==> src/rtl/core/pci_bar_size_probe_unit_macros.svh <==
// assertion macros for the pci bar sizing probe unit
// no dependencies; expects clk and arst_n in the including module
`ifndef PCI_BAR_SIZE_PROBE_UNIT_MACROS_SVH
`define PCI_BAR_SIZE_PROBE_UNIT_MACROS_SVH
`ifndef NO_ASSERTIONS
`define PBSP_ASSERT(label, prop, msg) \
	label: assert property (@(posedge clk) disable iff (!arst_n) prop) else $error(msg);
`define PBSP_ASSERT_NEXT(label, cond, expr, msg) \
	label: assert property (@(posedge clk) disable iff (!arst_n) cond |=> expr) else $error(msg);
`else
`define PBSP_ASSERT(label, prop, msg)
`define PBSP_ASSERT_NEXT(label, cond, expr, msg)
`endif
`endif

==> src/rtl/core/pbsp_pkg.sv <==
// types and constants of the pci bar sizing probe unit
// no dependencies
package pbsp_pkg;

	typedef enum logic [1:0] {
		KIND_READ   = 2'd0,
		KIND_WRITE  = 2'd1,
		KIND_RESULT = 2'd2
	} kind_t;

	typedef enum logic [2:0] {
		PH_IDLE    = 3'd0,
		PH_ORIG_LO = 3'd1,
		PH_MASK_LO = 3'd2,
		PH_ORIG_HI = 3'd3,
		PH_MASK_HI = 3'd4
	} phase_t;

	localparam logic REQ_START = 1'b0;
	localparam logic REQ_DATA  = 1'b1;

	localparam logic [5:0]  BAR_DWORD_BASE = 6'h04;
	localparam logic [31:0] ALL_ONES       = 32'hFFFF_FFFF;
	localparam logic [31:0] IO_BASE_MASK   = 32'hFFFF_FFFC;
	localparam logic [31:0] MEM_BASE_MASK  = 32'hFFFF_FFF0;
	localparam logic [1:0]  MEM_TYPE_64    = 2'b10;

	localparam int FIFO_DEPTH = 4;
	localparam int PTR_W      = $clog2(FIFO_DEPTH);
	localparam int CNT_W      = $clog2(FIFO_DEPTH + 1);

	typedef struct packed {
		kind_t       kind;
		logic [31:0] cfg_address;
		logic [31:0] write_data;
		logic [63:0] bar_base;
		logic [63:0] bar_size;
		logic [3:0]  bar_flags;
		logic        is_io;
		logic        is_wide;
		logic        prefetch;
		logic        last;
	} result_t;

endpackage

==> src/rtl/core/pci_bar_size_probe_unit.sv <==
// pci bar sizing probe unit: sequences read / write-ones / read-mask / restore per bar dword
// flow: an accepted word waits in the input register stage, then its results enter the result queue
// throughput: one input word per cycle while the queue has room for two more entries; output
// drains one result per cycle while out_ready is high, through the single output port of the queue
// reset: arst_n async active low, returns to idle with an empty result queue
`include "pci_bar_size_probe_unit_macros.svh"
module pci_bar_size_probe_unit import pbsp_pkg::*; (
	input  logic        clk,
	input  logic        arst_n,
	// input channel
	input  logic        in_valid,
	output logic        in_ready,
	input  logic        req_type,
	input  logic [7:0]  bus_number,
	input  logic [4:0]  device_number,
	input  logic [2:0]  function_number,
	input  logic [2:0]  bar_select,
	input  logic [31:0] read_data,
	// output channel
	output logic        out_valid,
	input  logic        out_ready,
	output logic [1:0]  kind,
	output logic [31:0] cfg_address,
	output logic [31:0] write_data,
	output logic [63:0] bar_base,
	output logic [63:0] bar_size,
	output logic [3:0]  bar_flags,
	output logic        is_io,
	output logic        is_wide,
	output logic        prefetch,
	output logic        last
);

	// input register stage
	logic        valid_s1;
	logic        req_s1;
	logic [7:0]  bus_s1;
	logic [4:0]  dev_s1;
	logic [2:0]  fn_s1;
	logic [2:0]  bar_s1;
	logic [31:0] data_s1;

	// probe state
	phase_t      phase_q, phase_d;
	logic [31:0] target_q, target_d;
	logic [31:0] orig_low_q, orig_low_d;
	logic [31:0] mask_low_q, mask_low_d;
	logic [31:0] orig_high_q, orig_high_d;

	// result queue, written up to two entries a cycle, read at the head
	result_t           fifo_q [FIFO_DEPTH];
	logic [PTR_W-1:0]  wr_ptr_q, rd_ptr_q;
	logic [CNT_W-1:0]  count_q, count_d, count_after_pop;

	logic        pop;
	logic        advance;
	logic [1:0]  push_n;
	result_t     r0, r1;
	result_t     head;
	logic [31:0] start_addr, hi_addr;
	logic        orig_is_wide;

	function automatic result_t cmd_word(kind_t k, logic [31:0] addr, logic [31:0] data,
		logic is_last);
		result_t r;
		r = '0;
		r.kind = k;
		r.cfg_address = addr;
		r.write_data = data;
		r.last = is_last;
		return r;
	endfunction

	function automatic result_t result_word(logic [31:0] tgt, logic [31:0] orig_lo,
		logic [31:0] mask_lo, logic [31:0] orig_hi, logic wide, logic [31:0] mask_hi);
		result_t     r;
		logic [31:0] m32;
		logic [63:0] m64;
		r = '0;
		r.kind = KIND_RESULT;
		r.cfg_address = tgt;
		r.last = 1'b1;
		if (orig_lo[0]) begin
			// i/o space: two flag bits
			m32 = mask_lo & IO_BASE_MASK;
			r.bar_base = {32'd0, orig_lo & IO_BASE_MASK};
			r.bar_size = {32'd0, ~m32 + 32'd1};
			r.bar_flags = {2'b00, orig_lo[1:0]};
			r.is_io = 1'b1;
		end else begin
			r.bar_flags = orig_lo[3:0];
			r.prefetch = orig_lo[3];
			if (wide) begin
				m64 = {mask_hi, mask_lo & MEM_BASE_MASK};
				r.bar_base = {orig_hi, orig_lo & MEM_BASE_MASK};
				r.bar_size = ~m64 + 64'd1;
				r.is_wide = 1'b1;
			end else begin
				m32 = mask_lo & MEM_BASE_MASK;
				r.bar_base = {32'd0, orig_lo & MEM_BASE_MASK};
				r.bar_size = {32'd0, ~m32 + 32'd1};
			end
		end
		return r;
	endfunction

	// flow control: the stage advances only if the queue can take two more entries
	assign pop             = out_valid && out_ready;
	assign count_after_pop = count_q - {{(CNT_W-1){1'b0}}, pop};
	assign advance         = valid_s1 && (count_after_pop <= CNT_W'(FIFO_DEPTH - 2));
	assign in_ready        = !valid_s1 || advance;

	// address words: low dword from the start word, high dword is next offset, wrapped
	assign start_addr   = {1'b1, 7'd0, bus_s1, dev_s1, fn_s1,
		BAR_DWORD_BASE + {3'd0, bar_s1}, 2'b00};
	assign hi_addr      = {target_q[31:8], target_q[7:2] + 6'd1, 2'b00};
	assign orig_is_wide = !orig_low_q[0] && (orig_low_q[2:1] == MEM_TYPE_64);

	always_ff @(posedge clk or negedge arst_n) begin
		if (!arst_n) begin
			valid_s1 <= 1'b0;
		end else if (in_ready) begin
			valid_s1 <= in_valid;
		end
	end

	always_ff @(posedge clk) begin
		if (in_ready && in_valid) begin
			req_s1  <= req_type;
			bus_s1  <= bus_number;
			dev_s1  <= device_number;
			fn_s1   <= function_number;
			bar_s1  <= bar_select;
			data_s1 <= read_data;
		end
	end

	// next state
	always_comb begin
		phase_d     = phase_q;
		target_d    = target_q;
		orig_low_d  = orig_low_q;
		mask_low_d  = mask_low_q;
		orig_high_d = orig_high_q;
		if (advance) begin
			if (req_s1 == REQ_START) begin
				// start while busy is dropped
				if (phase_q == PH_IDLE) begin
					target_d = start_addr;
					phase_d  = PH_ORIG_LO;
				end
			end else begin
				case (phase_q)
					PH_ORIG_LO: begin
						orig_low_d = data_s1;
						phase_d    = PH_MASK_LO;
					end
					PH_MASK_LO: begin
						mask_low_d = data_s1;
						phase_d    = orig_is_wide ? PH_ORIG_HI : PH_IDLE;
					end
					PH_ORIG_HI: begin
						orig_high_d = data_s1;
						phase_d     = PH_MASK_HI;
					end
					PH_MASK_HI: begin
						phase_d = PH_IDLE;
					end
					default: begin
						phase_d = PH_IDLE;
					end
				endcase
			end
		end
	end

	// results caused by the staged word
	always_comb begin
		r0     = '0;
		r1     = '0;
		push_n = 2'd0;
		if (advance) begin
			if (req_s1 == REQ_START) begin
				if (phase_q == PH_IDLE) begin
					r0     = cmd_word(KIND_READ, start_addr, 32'd0, 1'b1);
					push_n = 2'd1;
				end
			end else begin
				case (phase_q)
					PH_ORIG_LO: begin
						r0     = cmd_word(KIND_WRITE, target_q, ALL_ONES, 1'b0);
						r1     = cmd_word(KIND_READ, target_q, 32'd0, 1'b1);
						push_n = 2'd2;
					end
					PH_MASK_LO: begin
						r0 = cmd_word(KIND_WRITE, target_q, orig_low_q, 1'b0);
						if (orig_is_wide) begin
							r1 = cmd_word(KIND_READ, hi_addr, 32'd0, 1'b1);
						end else begin
							r1 = result_word(target_q, orig_low_q, data_s1, orig_high_q,
								1'b0, 32'd0);
						end
						push_n = 2'd2;
					end
					PH_ORIG_HI: begin
						r0     = cmd_word(KIND_WRITE, hi_addr, ALL_ONES, 1'b0);
						r1     = cmd_word(KIND_READ, hi_addr, 32'd0, 1'b1);
						push_n = 2'd2;
					end
					PH_MASK_HI: begin
						r0     = cmd_word(KIND_WRITE, hi_addr, orig_high_q, 1'b0);
						r1     = result_word(target_q, orig_low_q, mask_low_q, orig_high_q,
							1'b1, data_s1);
						push_n = 2'd2;
					end
					default: begin
						push_n = 2'd0;
					end
				endcase
			end
		end
	end

	always_ff @(posedge clk or negedge arst_n) begin
		if (!arst_n) begin
			phase_q     <= PH_IDLE;
			target_q    <= '0;
			orig_low_q  <= '0;
			mask_low_q  <= '0;
			orig_high_q <= '0;
		end else begin
			phase_q     <= phase_d;
			target_q    <= target_d;
			orig_low_q  <= orig_low_d;
			mask_low_q  <= mask_low_d;
			orig_high_q <= orig_high_d;
		end
	end

	// queue pointers and fill count
	assign count_d = count_after_pop + {{(CNT_W-2){1'b0}}, push_n};

	always_ff @(posedge clk or negedge arst_n) begin
		if (!arst_n) begin
			wr_ptr_q <= '0;
			rd_ptr_q <= '0;
			count_q  <= '0;
		end else begin
			wr_ptr_q <= wr_ptr_q + PTR_W'(push_n);
			rd_ptr_q <= rd_ptr_q + PTR_W'(pop);
			count_q  <= count_d;
		end
	end

	always_ff @(posedge clk) begin
		if (push_n != 2'd0) begin
			fifo_q[wr_ptr_q] <= r0;
		end
		if (push_n == 2'd2) begin
			fifo_q[wr_ptr_q + PTR_W'(1)] <= r1;
		end
	end

	// head of queue drives the output word
	assign head        = fifo_q[rd_ptr_q];
	assign out_valid   = (count_q != '0);
	assign kind        = head.kind;
	assign cfg_address = head.cfg_address;
	assign write_data  = head.write_data;
	assign bar_base    = head.bar_base;
	assign bar_size    = head.bar_size;
	assign bar_flags   = head.bar_flags;
	assign is_io       = head.is_io;
	assign is_wide     = head.is_wide;
	assign prefetch    = head.prefetch;
	assign last        = head.last;

	`PBSP_ASSERT(a_no_overflow, count_q <= CNT_W'(FIFO_DEPTH), "result queue overflow")
	`PBSP_ASSERT(a_result_last, (out_valid && kind == KIND_RESULT) |-> last, "result not last")
	`PBSP_ASSERT_NEXT(a_start_seq, advance && req_s1 == REQ_START && phase_q == PH_IDLE,
		phase_q == PH_ORIG_LO, "start did not enter original read phase")
	`PBSP_ASSERT_NEXT(a_high_done, advance && req_s1 == REQ_DATA && phase_q == PH_MASK_HI,
		phase_q == PH_IDLE, "high mask did not finish probe")

endmodule

==> config.mk <==
export PLATFORM = sky130hd
export DESIGN_NAME = pci_bar_size_probe_unit
export DESIGN_NICKNAME = d
export VERILOG_FILES = /design/src/rtl/core/pbsp_pkg.sv /design/src/rtl/core/pci_bar_size_probe_unit.sv
export VERILOG_INCLUDE_DIRS = /design/src /design/src/rtl/core
export SDC_FILE = /design/constraint.sdc
export NUM_CORES = 1
export LEC_CHECK = 0
export BUFFER_PORTS_ARGS = -buffer_cell sky130_fd_sc_hd__buf_2
export CAP_MARGIN = 15
export CORE_MARGIN = 1
export CORE_UTILIZATION = 65
export DETAILED_ROUTE_END_ITERATION = 10
export PLACE_DENSITY_LB_ADDON = 0.3
export SYNTH_ARGS = -nofsm -noshare
export SYNTH_HDL_FRONTEND = slang
export SYNTH_SLANG_ARGS = --single-unit
==> constraint.sdc <==
create_clock -name clk -period 9.48 [get_ports clk]
set_input_delay 1.896 -clock clk [delete_from_list [all_inputs] [get_ports clk]]
set_output_delay 1.896 -clock clk [all_outputs]
set_load 0.01 [all_outputs]
# Yosys cells after proc, flatten, opt, wreduce, memory -nomap -nowiden
# Memory sizes are Yosys's and may differ from the RTL's.
# Cells that the tools add are included.
totals:
  reg_bits: 182
  mem_count: 1
  mem_bits_rw: 808
  output_inout_bits: 204
  input_bits: 56
  wordCells: 81
classes:
  n_eq_ne: 6
  n_mux: 25
  bitwise_logic: 5
  order_cmp: 1
  n_reduce_logical: 17
  n_addsub: 11
mem_list:
  columns: ["name", "depth", "word_bits", "rd", "rd_clocked_by_memory_dff", "write_ports", "line", "text"]
  rows:
  - ["fifo_q", 4, 202, 1, 0, 2, "pci_bar_size_probe_unit.sv:51", "result_t fifo_q [FIFO_DEPTH];"]
ops:
  columns: ["op", "count"]
  rows:
  - ["$mux 202", 5]
  - ["$pmux 202 s4", 1]
  - ["$pmux 201 s4", 1]
  - ["$mux 200", 1]
  - ["$mux 132", 1]
  - ["$add 32x1->32 const B", 3]
  - ["$not 32->32", 3]
  - ["$mux 72", 1]
  - ["$add 64x1->64 const B", 1]
  - ["$not 64->64", 1]
  - ["$reduce_and 3->1", 4]
  - ["$mux 2", 5]
  - ["$pmux 3 s3", 1]
  - ["$mux 1", 7]
  - ["$add 6x1->6 const B", 1]
  - ["$eq 3x2->1 const B", 2]
  - ["$mux 3", 2]
  - ["$add 3x3->4 const A", 1]
  - ["$eq 2x2->1 const B", 2]
  - ["$logic_and 1x1->1", 4]
  - ["$reduce_bool 2->1", 2]
  - ["$reduce_or 4->1", 1]
  - ["$add 3x2->3", 1]
  - ["$eq 3x1->1 const B", 1]
  - ["12 further kinds", 13]

# Logic depth before layout (Yosys ltp)
depth:
  ltp_word: 9
  mapped_depth: 14
  depth_no_buf: 11

# Worst setup path after synthesis
# No wires, ideal clock.
synth_path:
  kind: "input to register"
  from: "input out_ready"
  to: "memory fifo_q[2][0] in the netlist's numbering, enable pin"
  setup_slack_ns: 1.972
  n_path_buf: 3
  setup_ns: 0.505
  t_required_ns: 8.975
  path_stages: 13
  arrival_time_ns: 7.003
  path_cell_list: "and2_1 ha_1 ha_1 xor2_1 nor3_1 o21a_1 buf_2 inv_2 or2_2 and2_1 clkbuf_1 clkbuf_1 inv_1"
synth_lines:
  columns: ["item", "line", "text"]
  rows:
  - ["start, declared", "pci_bar_size_probe_unit.sv:21", "input logic out_ready,"]
  - ["end, declared", "pci_bar_size_probe_unit.sv:51", null]

# Final worst setup path
layout_path:
  from: "register rd_ptr_q[1]"
  to: "output bar_size[5]"
layout_via:
  elab_chain_cells: 1
layout_rtl:
  columns: ["item", "line", "text"]
  rows:
  - ["start, declared", "pci_bar_size_probe_unit.sv:52", "logic [PTR_W-1:0] wr_ptr_q, rd_ptr_q;"]
  - ["start signal, assigned", "pci_bar_size_probe_unit.sv:250", "rd_ptr_q <= rd_ptr_q + PTR_W'(pop);"]
  - ["$mem_v2 4x202", null, null]
  - ["end, declared", "pci_bar_size_probe_unit.sv:26", "output logic [63:0] bar_size,"]
# Every way passes these cells.

==> run summary <==
The cell type group with the largest total delay on the critical path is buffers and inverters. The floorplan step defined a die boundary enclosing 63380 um2. Synthesis inferred 922 register bits. For the pin with the worst max-slew slack, the measured transition is 1.163 ns. TritonCTS created 90 clock buffers.

For the worst slew slack as a fraction of its limit, the log shows 22.49%. OpenSTA, run right after detailed placement, puts the worst setup slack at 3.180 ns. The share of synthesized area in the top cell type comes to 49.17%.

The critical path goes through buf_4, buf_4, mux4_2, buf_2. The power per unit of standard cell area was 338.6 nW/um2; the count of buffers from port buffering was 245. After the last flow step, the layout net total stands at 3206.

The master of the slowest instance on the critical path was sky130_fd_sc_hd__buf_4. The routed design has 111.5 mm of wire. The remaining antenna violation count after routing came out at 0. The path class of the tightest hold or removal check is register to register.

Total via count after detailed routing: 27281. Yosys attributes the largest share of cell area to sky130_fd_sc_hd__edfxtp_1, sky130_fd_sc_hd__mux4_2, sky130_fd_sc_hd__dfrtp_1. The worst setup path is captured at an output pin.

For this design, the CTS-stage hold fixing added 0 buffers. The detailed router finished its first iteration with 3463 violations. Summed over all nets, the switching power comes to 0.005710 W. Setup slack on the critical path of the routed design comes to 3.772 ns. The H-tree was split into 3 levels. In this run the vertical extent of the chip is 251.8 um.

After detailed routing, the average wire length per cell comes to 27.48 um. The largest fanout of any net on the critical path is 64. The number of placed instances, taps included, is 3884. The logs give 91 for the placement row count and 0.2493 mV for the maximum resistive drop on vdd. For the maximum clock frequency, the log shows 175.2 MHz.

The first global-routing pass estimated 164.9 mm of wire. Floorplan die width: 251.8 um. The library cells used most frequently in the layout, excluding fill and tap cells, are sky130_fd_sc_hd__edfxtp_1, sky130_fd_sc_hd__nor2_1, sky130_fd_sc_hd__and3_1.

The run gives 34.2% as the combinational cell fraction of total power. In this run switching power makes up 37.11% of total power. The congestion estimate from routability-driven global placement came to 0.9456. In this run the clock root is driven by a sky130_fd_sc_hd__clkbuf_16. The clock passes through at most 3 buffers. Gates resized during post-CTS repair numbered 0. The top metal layer carrying routed signals was met5. The largest total area in the synthesized netlist belongs to sky130_fd_sc_hd__edfxtp_1. Summing internal, switching and leakage power gives 0.01539 W. The via count of the first global-routing pass came out at 26400.

At the later pin of the worst-skew pair, clock insertion delay measures 0.65 ns. Share of layout cells above drive strength 1: 23.31%. STA classifies the critical path startpoint as a register.

For the pin count of the biggest net entering global routing, the log shows 114. The main flop type after synthesis is sky130_fd_sc_hd__edfxtp_1. Critical path's most frequent cell: sky130_fd_sc_hd__buf_4. For this run, the slowest stage of the critical path takes 0.90 ns. Registers are responsible for 41.7% of the overall power. Synthesis handed over a netlist of 3008 instances. The tools report the amount of wire on met3 after detailed routing as 11.80 mm. Leaving out fill and tap cells, the most frequent cell in the layout is sky130_fd_sc_hd__edfxtp_1. The time the final worst path needs with I/O delays and setup came out at 5.708 ns.

The tools report the initial standard-cell utilization of the core as 65.70%. The tools report the number of max-slew violations in the final report as 0. Arrival time reported for the critical path endpoint: 3.81 ns.

The standby leakage power is 16.99 nW. After clock tree synthesis, the clock-pin slew on the worst setup and hold paths is 0.06 ns. The max-capacitance violation count is 0, and the area of the core is 61710 um2.

In this run the mean area of a mapped cell was 13.48 um2. Across the routed clock network, the largest skew measured is 0.02272 ns. The setup TNS is 0 ns. Setup violations remaining at the end of the flow were counted as 0. In the detailed route, the total length drawn on met2 is 54.12 mm.

Global routing used 35.13% of the available tracks across all layers. The final routed DRC violation total came out at 0. STA puts the critical path data required time at 7.58 ns. The total internal power was 0.009676 W.

Setup repair after global routing left no endpoint under its margin. After synthesis, flip-flops and latches occupy 63.47% of the total area. The final period utilization works out to 60.22%. For this design, the sink count on the clock tree is 922. Detailed-routing wirelength on met1: 41.20 mm. The run finished with clean final reports.

The fraction of synthesis flops using an asynchronous set or reset pin was 13.67%; the via density per instance was 6.726. From synthesis to final layout, the design area changed by 12.08%. The number of different library cells used by synthesis comes to 67. The run gives 0 as the number of buffers added for setup after CTS. Number of hold-slack violations in the final timing report: 0.

The run gives 0 as the overflow left after global routing. The critical path class was register to output pin. TritonCTS built the clock tree. The synthesized design contains 664 enable-type register cells. The initial antenna violation count came out at 6. Pin placement for this block handled 260 I/O pins.

The number of optimization iterations in the first detailed-route pass was 5. For the relative contribution of the clock network to total power, the log shows 24.1%. In this run the cell area of the synthesized design comes to 40550 um2. The tools report the half-perimeter wire length of the detailed placement result as 69.04 mm.

The total of warnings raised by yosys is 0. The number of buffers and inverters on the critical path is 3. The finished layout holds 4056 standard cells, fillers aside.
-- final cells by class --
| class | count | area [um2] |
|---|---|---|
| Tap cell | 837 | 1047 |
| Clock inverter | 49 | 565.5 |
| Multi-Input combinational cell | 1805 | 13780 |
| Fill cell | 3804 | 16270 |
| Sequential cell | 922 | 25740 |
| Timing Repair Buffer | 295 | 1674 |
| Inverter | 27 | 121.4 |
| Antenna cell | 1 | 2.502 |
| Clock buffer | 120 | 2510 |
-- metal layers --
layer | vias to the layer above | global-route usage, %
li1 | 11491 | -
met1 | 13775 | 48.74
met2 | 1756 | 56.19
met3 | 257 | 5.901
met4 | 2 | 13.89
met5 | - | 0
-- worst paths after layout --
kind	start	endpoint	slack, ns	depth (start not counted)
setup / recovery	rd_ptr_q[1]	bar_size[5]	3.77	4
max in group asynchronous	arst_n	phase_q[0]	6.57	2
hold / removal	fifo_q[3][200]	fifo_q[3][200]	0.45	1
hold reg to reg	fifo_q[3][200]	fifo_q[3][200]	0.45	1
min in group asynchronous	arst_n	target_q[21]	1.31	1
setup reg to reg	count_q[2]	fifo_q[0][60]	4.48	13
-- power groups by stage --
stage,Clock [W],Combinational (W),Sequential [W]
2_1_floorplan,0,0.00350,0.00602
3_3_place_gp,0,0.00510,0.00635
3_5_place_dp,0,0.00518,0.00644
4_1_cts,0.00372,0.00523,0.00638
5_1_grt,0.00387,0.00555,0.00649
6_report,0.00371,0.00527,0.00641
-- Yosys cell counts, drive strengths merged (5+ instances only) --
master / count
nand3: 90
inv: 26
dfxtp: 132
buf: 66
and2: 24
and3: 246
dfrtp: 126
o2bb2ai: 12
clkbuf: 201
nand2: 140
mux2: 83
mux2i: 5
edfxtp: 664
a22oi: 25
xor2: 29
nand4: 10
a21oi: 79
nor2: 406
nor4: 30
o21ai: 103
a22o: 61
or3: 11
or4: 7
nand3b: 6
xnor2: 65
nand2b: 16
ha: 8
or2: 9
a21o: 21
o22a: 6
o22ai: 25
mux4: 186
nor3: 50
-- through the flow --
stage	utilization (%)	instance area, um2	hold WS (ns)
2_1_floorplan	-	40600	0.4204
3_3_place_gp	68.60	42330	0.4291
3_5_place_dp	68.60	42330	0.4415
4_1_cts	73.58	45410	0.4501
5_1_grt	73.64	45440	0.4594
6_report	73.64	45450	0.4471
-- worst register-to-register path: cells and delay by family (launching register included) --
kind                     cells  cell delay [ns]
adder cells (fa/ha/maj)      2             0.36
AND/OR/NAND/NOR              5             1.54
XOR/XNOR                     1             0.22
AO/OA/AOI/OAI                1             0.20
flip-flops                   1             0.39
buffers and inverters        4             1.90
-- flip-flops by register name (all words and copies together), names as in the netlist, 3 cells and up --
signal       cells
bar_s1           3
bus_s1           8
count_q          3
data_s1         32
dev_s1           5
fifo_q         744
fn_s1            3
mask_low_q      30
orig_high_q     32
orig_low_q      32
phase_q          3
target_q        21
-- kinds of logic after synthesis --
group	Yosys count	share of synthesized area [%]
and+or+nand+nor	1062	12.92
AOI/OAI and AO/OA	352	5.628
other	1	0.009248
muxes	274	12.76
adders and majority gates	9	0.2962
buffers and inverters	294	2.885
DFF	922	63.47
xor gates and xnor gates	94	2.030
Power figures use the tool's default switching activity.
